`config.mk`:
```
export PLATFORM = sky130hd
export DESIGN_NAME = dws_ctrl
export DESIGN_NICKNAME = d
export VERILOG_FILES = /design/src/rtl/core/dws_pkg.sv /design/src/rtl/core/dws_ctrl.sv
export SDC_FILE = /design/constraint.sdc
export NUM_CORES = 1
export LEC_CHECK = 0
export ABC_AREA = 1
export BUFFER_PORTS_ARGS = -buffer_cell sky130_fd_sc_hd__buf_2
export CORE_AREA = 10 10 47 49
export DETAILED_ROUTE_END_ITERATION = 12
export DIE_AREA = 0 0 57 59
export GPL_ROUTABILITY_DRIVEN = 0
export PLACE_DENSITY = 0.68
export RECOVER_POWER = 25
export SLEW_MARGIN = 25
export SYNTH_ARGS = -nofsm -noshare
export SYNTH_HDL_FRONTEND = slang
export SYNTH_SLANG_ARGS = --single-unit
```
`constraint.sdc`:
```
create_clock -name i_clk -period 1.3 [get_ports i_clk]
set_clock_uncertainty 0.1 [all_clocks]
set_input_delay 0.13 -clock i_clk [delete_from_list [all_inputs] [get_ports i_clk]]
set_output_delay 0.13 -clock i_clk [all_outputs]
set_load 0.01 [all_outputs]
```
`src/rtl/core/dws_pkg.sv`:
```
`timescale 1ns / 1ps
package dws_pkg;
    typedef enum logic [2:0] {
        OP_LOAD   = 3'd0,
        OP_SUCC   = 3'd1,
        OP_PRED   = 3'd2,
        OP_SCHED  = 3'd3,
        OP_NEXT   = 3'd4,
        OP_NOTIFY = 3'd5,
        OP_SPARE6 = 3'd6,
        OP_SPARE7 = 3'd7
    } t_op;

    typedef enum logic [3:0] {
        ST_CLEAR,
        ST_IDLE,
        ST_DECODE,
        ST_NODE_WB,
        ST_SCHED_CHK,
        ST_POP_RD,
        ST_POP_WB,
        ST_WALK_LEN,
        ST_WALK_RD,
        ST_WALK_WAIT,
        ST_WALK_CHK,
        ST_DONE
    } t_state;

    typedef struct packed {
        logic latch;
        logic clear;
        logic node_read;
        logic do_load;
        logic do_edge;
        logic sched_from_in;
        logic sched_from_walk;
        logic sched_check;
        logic pop_read;
        logic pop_write;
        logic walk_init;
        logic walk_read;
        logic walk_step;
        logic bump_notify;
        logic publish;
    } t_cmd;

    typedef struct packed {
        logic [2:0] op;
        logic       queue_empty;
        logic       walk_more;
        logic       clear_last;
    } t_status;
endpackage

```
`src/rtl/core/dws_ctrl.sv`:
```
`timescale 1ns / 1ps
module dws_ctrl (
    input  logic            i_clk,
    input  logic            i_rst_n,
    input  logic            i_start,
    input  dws_pkg::t_status i_status,
    output dws_pkg::t_cmd   o_cmd,
    output logic            o_busy
);
    dws_pkg::t_state r_state, n_state;

    always_ff @(posedge i_clk) begin
        if (!i_rst_n) begin
            r_state <= dws_pkg::ST_CLEAR;
        end else begin
            r_state <= n_state;
        end
    end

    always_comb begin
        n_state = r_state;
        case (r_state)
            dws_pkg::ST_CLEAR: begin
                if (i_status.clear_last) n_state = dws_pkg::ST_IDLE;
            end
            dws_pkg::ST_IDLE: begin
                if (i_start) n_state = dws_pkg::ST_DECODE;
            end
            dws_pkg::ST_DECODE: begin
                case (i_status.op)
                    dws_pkg::OP_SUCC:   n_state = dws_pkg::ST_NODE_WB;
                    dws_pkg::OP_PRED:   n_state = dws_pkg::ST_NODE_WB;
                    dws_pkg::OP_SCHED:  n_state = dws_pkg::ST_SCHED_CHK;
                    dws_pkg::OP_NEXT:   n_state = i_status.queue_empty ?
                                            dws_pkg::ST_DONE : dws_pkg::ST_POP_RD;
                    dws_pkg::OP_NOTIFY: n_state = dws_pkg::ST_WALK_LEN;
                    default:            n_state = dws_pkg::ST_DONE;
                endcase
            end
            dws_pkg::ST_NODE_WB:   n_state = dws_pkg::ST_DONE;
            dws_pkg::ST_SCHED_CHK: n_state = dws_pkg::ST_DONE;
            dws_pkg::ST_POP_RD:    n_state = dws_pkg::ST_POP_WB;
            dws_pkg::ST_POP_WB:    n_state = dws_pkg::ST_DONE;
            dws_pkg::ST_WALK_LEN:  n_state = dws_pkg::ST_WALK_RD;
            dws_pkg::ST_WALK_RD: begin
                n_state = i_status.walk_more ? dws_pkg::ST_WALK_WAIT : dws_pkg::ST_DONE;
            end
            dws_pkg::ST_WALK_WAIT: n_state = dws_pkg::ST_WALK_CHK;
            dws_pkg::ST_WALK_CHK:  n_state = dws_pkg::ST_WALK_RD;
            dws_pkg::ST_DONE:      n_state = dws_pkg::ST_IDLE;
            default:               n_state = dws_pkg::ST_IDLE;
        endcase
    end

    always_comb begin
        o_cmd  = '0;
        o_busy = (r_state != dws_pkg::ST_IDLE);
        case (r_state)
            dws_pkg::ST_CLEAR: o_cmd.clear = 1'b1;
            dws_pkg::ST_IDLE:  o_cmd.latch = i_start;
            dws_pkg::ST_DECODE: begin
                o_cmd.node_read     = 1'b1;
                o_cmd.do_load       = (i_status.op == dws_pkg::OP_LOAD);
                o_cmd.sched_from_in = (i_status.op == dws_pkg::OP_SCHED);
                o_cmd.bump_notify   = (i_status.op == dws_pkg::OP_NOTIFY);
            end
            dws_pkg::ST_NODE_WB:   o_cmd.do_edge = 1'b1;
            dws_pkg::ST_SCHED_CHK: o_cmd.sched_check = 1'b1;
            dws_pkg::ST_POP_RD:    o_cmd.pop_read = 1'b1;
            dws_pkg::ST_POP_WB:    o_cmd.pop_write = 1'b1;
            dws_pkg::ST_WALK_LEN:  o_cmd.walk_init = 1'b1;
            dws_pkg::ST_WALK_RD:   o_cmd.walk_read = i_status.walk_more;
            dws_pkg::ST_WALK_WAIT: o_cmd.sched_from_walk = 1'b1;
            dws_pkg::ST_WALK_CHK: begin
                o_cmd.sched_check = 1'b1;
                o_cmd.walk_step   = 1'b1;
            end
            dws_pkg::ST_DONE:      o_cmd.publish = 1'b1;
            default: ;
        endcase
    end

    a_start_decode: assert property (@(posedge i_clk) disable iff (!i_rst_n)
        (i_start && !o_busy) |=> (r_state == dws_pkg::ST_DECODE))
        else $error("accept did not enter decode");
    a_done_idle: assert property (@(posedge i_clk) disable iff (!i_rst_n)
        (r_state == dws_pkg::ST_DONE) |=> !o_busy)
        else $error("done did not return to idle");
    a_one_publish: assert property (@(posedge i_clk) disable iff (!i_rst_n)
        o_cmd.publish |=> !o_cmd.publish)
        else $error("double publish");
endmodule

```
==> out/qor.yml, run 1 <==
run_status:
  run_status: "complete, but fails checks"
  violations: "negative setup slack"
worst_setup_path:
  wp_data_arrival_ps: 1240
  end_kind: "primary output"
  crit_path_max_incr_delay_ps: 370
  slowest_stage: "sky130_fd_sc_hd__dfxtp_4"
  cp_num_buf_inv: 3
  timing.critical_path.max_delay_family: "flip-flops"
  required_ps: 1070
  critical_path_peak_fanout: 5
  cp-start-kind: "flop"
  timing.setup.critical_path_class: "flop to primary output"
  critical_path.cell_chain: "nor2_4 > buf_4 > nand2_4 > buf_6 > nor2_4 > buf_6"
cts:
  cts_clk_pin_slew_worst_paths_ps: 40
  cts.path.max_buffers: 2
  htree_levels: 1
  ctsRootBufferMaster: "sky130_fd_sc_hd__clkbuf_4"
  cts.sinks: 4
  numCtsBuffers: 3
  tritoncts_clock_tree: "done"
  clk_latency_ps: 230
logic_synthesis:
  yosys_warnings: 0
  syn_inst: 87
  synth_top_cell_area_share_pct: 22.50
  ys_seq_elements: 4
  post_synth_main_area_contributors: "sky130_fd_sc_hd__nand2_1 23%, sky130_fd_sc_hd__dfxtp_1 18%, sky130_fd_sc_hd__nor2_1 12%, sky130_fd_sc_hd__inv_1 8.3%, sky130_fd_sc_hd__nand3_1 7.8%"
  synth_area_um2: 450.4
  synth_largest_area_cell: "sky130_fd_sc_hd__nand2_1"
  post_synth.cell_area_avg_um2: 5.177
  synth_net_count: 96
  yosysSeqAreaShare_pct: 17.78
  synth.lib_cells_used.distinct: 18
sta:
  worst_hold_slack_ps: 48.00
  setup_viol: 17
  timing.final.ws_setup_ps: -170.2
  finalCritPeriodShare_pct: 113.1
  hold_violations: 0
  post-route-min-period_ps: 1470
  slew_limit_headroom_pct: 88.11
  timing_worst_slew_pin_value_ps: 176.9
  final.setup.tns_ps: -1764
  unrepaired_setup_endpoints_after_global_routing: "yes"
  max_slew_violations: 0
  clock.fmax_mhz: 680.2
global_route:
  largest_net_degree_at_the_start_of_global_routing: 8
  grtUsageTotal_pct: 10.09
  globalRouteOverflowTotal: 0
  grt_pass1_wl_mm: 2.822
  grt_pass1_vias: 675
  initial_antenna_violation_count: 0
floorplanning:
  core_footprint_mm2: 0.001401
  die_boundary_height_um: 59
  dieWidth_um: 57
  design.die.area_mm2: 0.003363
  row_count: 14
  num_io_pins: 25
  initial_utilization_pct: 32.14
final_layout:
  final_area_um2: 987.2
  final_nets: 144
  registers.top_by_ff_count: "r_state"
  final_cell_mix: "20 x sky130_fd_sc_hd__buf_6, 17 x sky130_fd_sc_hd__nand2_1, 15 x sky130_fd_sc_hd__buf_2"
  largest_reg_flops: 4
  layout-area-overhead-vs-synth_pct: 119.2
  commonest_non_fill_non_tap_cell_in_the_layout: "sky130_fd_sc_hd__buf_6"
  largestRegisters: "r_state (4)"
  num_antenna_cells: 0
  num-fill-cells: 119
  fraction_of_layout_cells_with_a_size_suffix_above_1_pct: 66.17
placement:
  detailedPlace.worstSlack_ps: -8.444
  placement.io_buffers: 24
  dp_hpwl_mm: 1.187
  post_dp_cell_area_um2: 605.6
power_and_ir_drop:
  clock_power_share_pct: 8.8
  power.internal_w: 0.0009469
  p_comb_share_pct: 77.2
  power_per_cell_area_mw_per_mm2: 1764
  proportion_of_total_power_due_to_net_switching_pct: 45.63
  p_leak_nw: 0.5656
  power_frac_seq_pct: 14.0
  power.ir.vdd_worst_mv: 1.217
  net-switching-power_w: 0.0007948
run:
  maxcap_viol_count: 0
hold_path:
  path_class_of_the_lowest_slack_min_delay_path: "input port to flop"
routing:
  drt_pass1_iterations: 4
  routed-via-count: 696
  drt_iter0_drc: 6
  route.detailed.wl_per_inst_um: 13.68
  drt-total-wl_mm: 2.039
  detail_route.drc_violations: 0
  antenna_left: 0
  detail_route.vias_per_cell: 4.671
layer usage:
metal / part of all wire (%) / track usage [%] / vias to the layer above
li1: - / - / 356
met1: 34 / 8.950 / 312
met2: 56 / 19.69 / 20
met3: 5.1 / 3.219 / 8
met4: 4.2 / 5.369 / 0
met5: 0 / 0 / -
final timing paths:
kind | slack, ps | startpoint | cells after the start | end
worst max-delay path | -170 | r_state[3]$_SDFFE_PN0P_ | 6 | o_cmd[9]
worst min-delay path | 50 | i_rst_n | 3 | r_state[0]$_SDFFE_PN0P_
worst min register to register | 590 | r_state[3]$_SDFFE_PN0P_ | 4 | r_state[0]$_SDFFE_PN0P_
worst max register to register | -130 | r_state[3]$_SDFFE_PN0P_ | 9 | r_state[1]$_SDFFE_PN0P_
repair_timing:
| item | in CTS | in global routing |
|---|---|---|
| endpoints found under the setup margin | 15 | 19 |
| setup buffers | 10 | 7 |
| hold buffers | 0 | 0 |
| pin swaps | 4 | 13 |
| gates cloned | 0 | 0 |
| gates resized for setup | 28 | 34 |
tightest hold or removal path: stages:
cell                      delay, ps
sky130_fd_sc_hd__buf_2          110
sky130_fd_sc_hd__nand2_1         70
sky130_fd_sc_hd__a21oi_2         30
per-stage QoR:
| stage | util (%) | power, W | cells |
|---|---|---|---|
| 3_5_place_dp | 43.21 | 0.0008741 | 129 |
| 3_3_place_gp | 43.21 | 0.0008709 | 129 |
| 2_1_floorplan | - | 0.0006477 | 87 |
| 5_1_grt | 70.45 | 0.001856 | 149 |
| 6_report | 70.45 | 0.001742 | 149 |
| 4_1_cts | 57.14 | 0.001342 | 142 |
power by group through the flow:
| stage | Clock, W | Sequential, W | Combinational (W) |
|---|---|---|---|
| 6_report | 0.000153 | 0.000244 | 0.00134 |
| 4_1_cts | 0.000163 | 0.000229 | 0.000949 |
| 5_1_grt | 0.000167 | 0.000246 | 0.00144 |
| 3_5_place_dp | 0 | 0.000225 | 0.000650 |
| 2_1_floorplan | 0 | 0.000213 | 0.000435 |
| 3_3_place_gp | 0 | 0.000221 | 0.000650 |
synth_stat cells (all sizes together):
master  instances
nand3           7
inv            17
dfxtp           4
nand2          28
nor2           20
a21oi           4
clkinv          1
nor4            1
nor3            2
or2             1
o21ai           1
nand3b          1
cell families after synthesis:
kind of cell	share of synthesized area [%]
simple gates	60.56
buf+inv	15.28
compound gates	6.387
flops	17.78
cell type report:
cell class              count  area, um^2  share of cell area, %
inverters                  18       72.57                  7.351
flip-flops and latches      4       92.59                  9.379
repair buffers             43       360.3                  36.50
well taps                  16       20.02                  2.028
multi-input cells          65       419.2                  42.46
clock buffers               3       22.52                  2.281
No activity file was read; power rests on OpenSTA's default activity.
==> run 2, diff against run 1 <==
CELL_PAD_IN_SITES_DETAIL_PLACEMENT = 1   (was unset)
CELL_PAD_IN_SITES_GLOBAL_PLACEMENT = 2   (was unset)
CORE_AREA = unset   (was 10 10 47 49)
CORE_MARGIN = 10   (was unset)
CORE_UTILIZATION = 18   (was unset)
DIE_AREA = unset   (was 0 0 57 59)
PLACE_DENSITY = 0.78   (was 0.68)
SETUP_SLACK_MARGIN = 0.2   (was unset)
TNS_END_PERCENT = 5   (was unset)
==> out/qor.yml, run 2 (synthesized netlist as in run 1, its figures left out) <==
routing:
  drt_pass1_iterations: 2  # was 4
  detail_route.drc_violations: 0  # unchanged
  antenna_left: 0  # unchanged
  drt-total-wl_mm: 1.775  # was 2.039 mm
  drt_iter0_drc: 14  # was 6
  routed-via-count: 621  # was 696
  route.detailed.wl_per_inst_um: 11.91  # was 13.68 um
  detail_route.vias_per_cell: 4.168  # was 4.671
hold_path:
  path_class_of_the_lowest_slack_min_delay_path: "input port to flop"  # unchanged
  min_path_cells: 3  # unchanged
  timing.hold.worst.start: "i_rst_n"  # unchanged
  worstHoldEndpoint: "r_state[0]$_SDFFE_PN0P_"  # unchanged
sta:
  clock.fmax_mhz: 690.3  # was 680.2 MHz
  unrepaired_setup_endpoints_after_global_routing: "yes"  # unchanged
  worst_hold_slack_ps: 52.24  # was 48.00 ps
  max_slew_violations: 0  # unchanged
  timing.final.ws_setup_ps: -148.7  # was -170.2 ps
  setup_viol: 16  # was 17
  finalCritPeriodShare_pct: 111.4  # was 113.1%
  post-route-min-period_ps: 1449  # was 1470 ps
  hold_violations: 0  # unchanged
  timing_worst_slew_pin_value_ps: 206.3  # was 176.9 ps
  slew_limit_headroom_pct: 86.23  # was 88.11%
worst_setup_path:
  crit_path_max_incr_delay_ps: 370  # about the same
  required_ps: 1070  # about the same
  timing.critical_path.max_delay_family: "buffers and inverters"  # was flip-flops
  wp_data_arrival_ps: 1220  # was 1240 ps
  critical_path.cell_chain: "nor2_4 > buf_4 > nand2_2 > buf_6 > inv_2 > buf_6"  # was nor2_4 > buf_4 > nand2_4 > buf_6 > nor2_4 > buf_6
  critical_path_peak_fanout: 5  # unchanged
  end_kind: "primary output"  # unchanged
  timing.critical_path.mode_cell: "sky130_fd_sc_hd__buf_6"
  cp_num_buf_inv: 4  # was 3
  ff2ff_setup_slack_ps: -40  # was -130 ps
  timing.setup.critical_path_class: "flop to primary output"  # unchanged
  reg2reg_depth: 8  # was 9
  slowest_stage: "sky130_fd_sc_hd__dfxtp_4"  # unchanged
  reg2reg_to: "r_state[1]$_SDFFE_PN0P_"  # unchanged
  cp-start-kind: "flop"  # unchanged
  origin_of_the_critical_flop_to_flop_path: "r_state[3]$_SDFFE_PN0P_"  # unchanged
power_and_ir_drop:
  p_comb_share_pct: 67.0  # was 77.2%
  power.ir.vdd_worst_mv: 0.5410  # was 1.217 mV
  power.internal_w: 0.0006610  # was 0.0009469 W
  design_power_total_w: 0.001282  # was 0.001742 W
  net-switching-power_w: 0.0006208  # was 0.0007948 W
  clock_power_share_pct: 12.5  # was 8.8%
  proportion_of_total_power_due_to_net_switching_pct: 48.43  # was 45.63%
  power_frac_seq_pct: 20.5  # was 14.0%
  p_leak_nw: 0.4390  # was 0.5656 nW
  power_per_cell_area_mw_per_mm2: 1730  # was 1764 mW/mm^2
global_route:
  globalRouteOverflowTotal: 0  # unchanged
  grtUsageTotal_pct: 7.326  # was 10.09%
  grt_pass1_vias: 646  # was 675
  largest_net_degree_at_the_start_of_global_routing: 8  # unchanged
  grt_pass1_wl_mm: 3.001  # was 2.822 mm
  initial_antenna_violation_count: 0  # unchanged
cts:
  cts.path.max_buffers: 2  # unchanged
  cts.sinks: 4  # unchanged
  cts_clk_pin_slew_worst_paths_ps: 40  # about the same
  tritoncts_clock_tree: "done"  # unchanged
  htree_levels: 1  # unchanged
  ctsRootBufferMaster: "sky130_fd_sc_hd__clkbuf_4"  # unchanged
  numCtsBuffers: 3  # unchanged
  clk_latency_ps: 240  # was 230 ps
run_status:
  run_status: "complete, but fails checks"  # unchanged
  violations: "negative setup slack"  # unchanged
floorplanning:
  core_footprint_mm2: 0.002432  # was 0.001401 mm^2
  design.die.area_mm2: 0.004904  # was 0.003363 mm^2
  die_boundary_height_um: 70.03  # was 59 um
  num_io_pins: 25  # unchanged
  initial_utilization_pct: 18.52  # was 32.14%
  dieWidth_um: 70.03  # was 57 um
  row_count: 18  # was 14
final_layout:
  sequential_cell_area_um2: 92.59  # unchanged
  final_cell_mix: "23 x sky130_fd_sc_hd__buf_2, 22 x sky130_fd_sc_hd__nand2_1, 14 x sky130_fd_sc_hd__nor2_1"  # was 20 x sky130_fd_sc_hd__buf_6, 17 x sky130_fd_sc_hd__nand2_1, 15 x sky130_fd_sc_hd__buf_2
  largestRegisters: "r_state (4)"  # unchanged
  final_nets: 130  # was 144
  area_taken_by_multi_input_logic_gates_um2: 346.6  # was 419.2 um^2
  num-fill-cells: 333  # was 119
  commonest_non_fill_non_tap_cell_in_the_layout: "sky130_fd_sc_hd__buf_2"  # was sky130_fd_sc_hd__buf_6
  num_antenna_cells: 0  # unchanged
  registers.top_by_ff_count: "r_state"  # unchanged
  fraction_of_layout_cells_with_a_size_suffix_above_1_pct: 50.42  # was 66.17%
  largest_reg_flops: 4  # unchanged
  layout-area-overhead-vs-synth_pct: 64.44  # was 119.2%
placement:
  dp_hpwl_mm: 1.491  # was 1.187 mm
  placement.io_buffers: 24  # unchanged
run:
  maxcap_viol_count: 0  # unchanged
==> run 2: cell count changes in the layout (fill, tap and decap cells not counted), sizes merged <==
cell	before	now
buf	43	29
==> run 2: power groups by stage <==
stage	logic, W	registers [W]	clock network [W]
final	0.000859	0.000263	0.000160
after global placement	0.000690	0.000229	0
after detailed placement	0.000694	0.000233	0
after floorplan	0.000460	0.000222	0
after CTS	0.000796	0.000253	0.000163
after global routing	0.000973	0.000270	0.000174
==> run 2: per-layer routing <==
layer / GRT usage [%] / up-vias / wire length, um
met5: 0 / - / 0
met4: 2.632 / 0 / 8
met3: 2.542 / 2 / 99
met2: 13.49 / 9 / 1001
met1: 7.375 / 279 / 666
li1: - / 331 / -
==> run 2: timing repair <==
action | in CTS | in global routing
pin swaps | 7 | 3
hold buffers | 0 | 0
buffers inserted | 1 | 3
resized for setup | 11 | 5
endpoints found under the setup margin | 20 | 20
==> run 2: cell type report <==
cell class              count  area share [%]
multi-input cells          65           46.79
clock buffers               3           3.041
flip-flops and latches      4           12.50
inverters                  18           9.966
repair buffers             29           22.64
well taps                  30           5.068
==> run 2: tightest hold or removal path: stages <==
cell and delay (ps):
sky130_fd_sc_hd__buf_2 110, sky130_fd_sc_hd__nand2_1 70, sky130_fd_sc_hd__a21oi_2 30
==> run 2: worst max path at each step <==
stage | start | to | slack, ps | depth (start not counted)
after floorplan | r_state[2]$_SDFFE_PN0P_ | r_state[1]$_SDFFE_PN0P_ | 140 | 7
after global placement | r_state[1]$_SDFFE_PN0P_ | r_state[3]$_SDFFE_PN0P_ | 30 | 6
after detailed placement | r_state[1]$_SDFFE_PN0P_ | r_state[3]$_SDFFE_PN0P_ | 40 | 6
after CTS | r_state[2]$_SDFFE_PN0P_ | o_cmd[11] | -130 | 4
after global routing | r_state[3]$_SDFFE_PN0P_ | o_cmd[13] | -230 | 6
final | r_state[3]$_SDFFE_PN0P_ | o_cmd[13] | -150 | 6
==> run 2: stage by stage <==
stage	std cells	instance area (um^2)	utilization (%)	setup TNS, ps	setup WS (ps)
final	149	740.7	30.45	-876.9	-148.7
after floorplan	87	470.5	-	0	138.7
after global placement	142	635.6	26.13	0	27.76
after global routing	149	740.7	30.45	-2402	-225.5
after detailed placement	142	635.6	26.13	0	37.46
after CTS	146	699.4	28.76	-973.3	-132.9
==> run 3, diff against run 2 <==
--- a/config.mk
+++ b/config.mk
@@ -9,2 +9,3 @@
 export BUFFER_PORTS_ARGS = -buffer_cell sky130_fd_sc_hd__buf_2
+export CAP_MARGIN = 20
 export CELL_PAD_IN_SITES_DETAIL_PLACEMENT = 1
@@ -18,2 +19,3 @@
 export SETUP_SLACK_MARGIN = 0.2
+export SKIP_CTS_REPAIR_TIMING = 1
 export SLEW_MARGIN = 25
--- a/constraint.sdc
+++ b/constraint.sdc
@@ -4,2 +4,2 @@
 set_output_delay 0.13 -clock i_clk [all_outputs]
-set_load 0.01 [all_outputs]
+set_load 0.005 [all_outputs]
==> out/qor.yml, run 3 (synthesized netlist as in run 1, its figures left out) <==
run_status:
  run_status: "complete, but fails checks"  # unchanged
  violations: "negative setup slack"  # unchanged
floorplanning:
  dieWidth_um: 70.03  # unchanged
  core_footprint_mm2: 0.002432  # unchanged
  initial_utilization_pct: 18.52  # unchanged
  row_count: 18  # unchanged
  design.die.area_mm2: 0.004904  # unchanged
  die_boundary_height_um: 70.03  # unchanged
  num_io_pins: 25  # unchanged
cts:
  cts.path.max_buffers: 2  # unchanged
  htree_levels: 1  # unchanged
  numCtsBuffers: 3  # unchanged
  clk_latency_ps: 230  # was 240 ps
  tritoncts_clock_tree: "done"  # unchanged
  cts.sinks: 4  # unchanged
  ctsRootBufferMaster: "sky130_fd_sc_hd__clkbuf_4"  # unchanged
  cts_clk_pin_slew_worst_paths_ps: 40  # about the same
routing:
  drt_iter0_drc: 23  # was 14
  route.detailed.wl_per_inst_um: 12.06  # was 11.91 um
  routed-via-count: 633  # was 621
  drt-total-wl_mm: 1.809  # was 1.775 mm
  antenna_left: 0  # unchanged
  detail_route.vias_per_cell: 4.220  # was 4.168
  drt_pass1_iterations: 3  # was 2
  detail_route.drc_violations: 0  # unchanged
sta:
  clock.fmax_mhz: 664.2  # was 690.3 MHz
  setup_viol: 14  # was 16
  slew_limit_headroom_pct: 86.04  # was 86.23%
  unrepaired_setup_endpoints_after_global_routing: "yes"  # unchanged
  timing.final.ws_setup_ps: -205.7  # was -148.7 ps
  hold_violations: 0  # unchanged
  finalCritPeriodShare_pct: 115.8  # was 111.4%
  max_slew_violations: 0  # unchanged
  final.setup.tns_ps: -1083  # was -876.9 ps
  timing_worst_slew_pin_value_ps: 207.9  # was 206.3 ps
  post-route-min-period_ps: 1506  # was 1449 ps
global_route:
  largest_net_degree_at_the_start_of_global_routing: 8  # unchanged
  initial_antenna_violation_count: 0  # unchanged
  grt_pass1_vias: 684  # was 646
  grtUsageTotal_pct: 7.366  # was 7.326%
  grt_pass1_wl_mm: 3.049  # was 3.001 mm
  globalRouteOverflowTotal: 0  # unchanged
final_layout:
  layoutNonFillerInstCount: 150  # was 149
  num_antenna_cells: 0  # unchanged
  commonest_non_fill_non_tap_cell_in_the_layout: "sky130_fd_sc_hd__nand2_1"  # was sky130_fd_sc_hd__buf_2
  layout-area-overhead-vs-synth_pct: 61.11  # was 64.44%
  final_nets: 131  # was 130
  registers.top_by_ff_count: "r_state"  # unchanged
  largestRegisters: "r_state (4)"  # unchanged
  fraction_of_layout_cells_with_a_size_suffix_above_1_pct: 49.17  # was 50.42%
  largest_reg_flops: 4  # unchanged
  final_cell_mix: "25 x sky130_fd_sc_hd__nand2_1, 24 x sky130_fd_sc_hd__buf_2, 12 x sky130_fd_sc_hd__nor2_1"  # was 23 x sky130_fd_sc_hd__buf_2, 22 x sky130_fd_sc_hd__nand2_1, 14 x sky130_fd_sc_hd__nor2_1
  num-fill-cells: 337  # was 333
power_and_ir_drop:
  power.ir.vdd_worst_mv: 0.4261  # was 0.5410 mV
  power_per_cell_area_mw_per_mm2: 1638  # was 1730 mW/mm^2
  p_leak_nw: 0.4397  # was 0.4390 nW
worst_setup_path:
  critical_path_peak_fanout: 5  # unchanged
  required_ps: 1070  # about the same
  cp-start-kind: "flop"  # unchanged
  crit_path_max_incr_delay_ps: 360  # was 370 ps
  end_kind: "primary output"  # unchanged
  cp_num_buf_inv: 1  # was 4
  slowest_stage: "sky130_fd_sc_hd__dfxtp_4"  # unchanged
  timing.setup.critical_path_class: "flop to primary output"  # unchanged
  critical_path.cell_chain: "nor2_4 > nand2_4 > nor4_4 > buf_2"  # was nor2_4 > buf_4 > nand2_2 > buf_6 > inv_2 > buf_6
  timing.critical_path.max_delay_family: "simple AND/OR/NAND/NOR gates"  # was buffers and inverters
  wp_data_arrival_ps: 1280  # was 1220 ps
hold_path:
  path_class_of_the_lowest_slack_min_delay_path: "input port to flop"  # unchanged
run:
  maxcap_viol_count: 0  # unchanged
placement:
  dp_hpwl_mm: 1.503  # was 1.491 mm
  placement.io_buffers: 24  # unchanged
  cell_total_after_placement: 143  # was 142
[run 3: cell count changes in the layout (fill, tap and decap cells not counted), moves of 2 or more]
cell and change:
sky130_fd_sc_hd__buf_4 +2, sky130_fd_sc_hd__buf_6 -2, sky130_fd_sc_hd__nand2_1 +3, sky130_fd_sc_hd__nand2_2 -4, sky130_fd_sc_hd__nor2_1 -2, sky130_fd_sc_hd__nor2_2 +5
sky130_fd_sc_hd__nor2_4 -3
[run 3: per-stage QoR]
step	hold slack (ps)	cell area (um^2)	util, %	setup slack (ps)	total power (W)
CTS	48.62	651.9	26.80	-193.8	0.001075
global route	53.67	725.7	29.84	-249.3	0.001326
global placement	288.4	629.4	25.87	-1.869	0.0008987
detailed placement	296.6	629.4	25.87	-13.49	0.0009095
finish	52.60	725.7	29.84	-205.7	0.001189
floorplan	166.3	456.7	-	144.6	0.0006306
[run 3: worst paths after layout]
path                      startpoint                 endpoint  slack [ps]  cells past startpoint
min reg2reg  r_state[1]$_SDFFE_PN0P_  r_state[2]$_SDFFE_PN0P_         560                      3
min                          i_rst_n  r_state[0]$_SDFFE_PN0P_          50                      3
max reg2reg  r_state[3]$_SDFFE_PN0P_  r_state[1]$_SDFFE_PN0P_         -40                      8
max          r_state[3]$_SDFFE_PN0P_                o_cmd[11]        -210                      4
[run 3: tightest hold or removal path, delay by kind of cell]
family	cells	cell delay, ps
compound gates	1	30
buf+inv	1	110
simple gates	1	70
[run 3: area by class of cell]
cell class | count | area (um^2) | share of cell area (%)
repair buffers | 30 | 165.2 | 22.76
multi-input cells | 65 | 336.6 | 46.38
well taps | 30 | 37.54 | 5.172
flip-flops and latches | 4 | 90.09 | 12.41
inverters | 18 | 73.82 | 10.17
clock buffers | 3 | 22.52 | 3.103
[run 3: report_power, final]
part / internal, W / switching [W]
Sequential: 0.000177 / 0.0000691
Combinational: 0.000348 / 0.000443
Clock: 0.000103 / 0.0000490
[run 3: metal layers]
metal / global-route usage (%) / vias up / routed length [um]
met3: 3.107 / 2 / 114
met5: 0 / - / 0
li1: - / 326 / -
met1: 7.486 / 292 / 648
met4: 2.632 / 0 / 5
met2: 13.09 / 13 / 1040
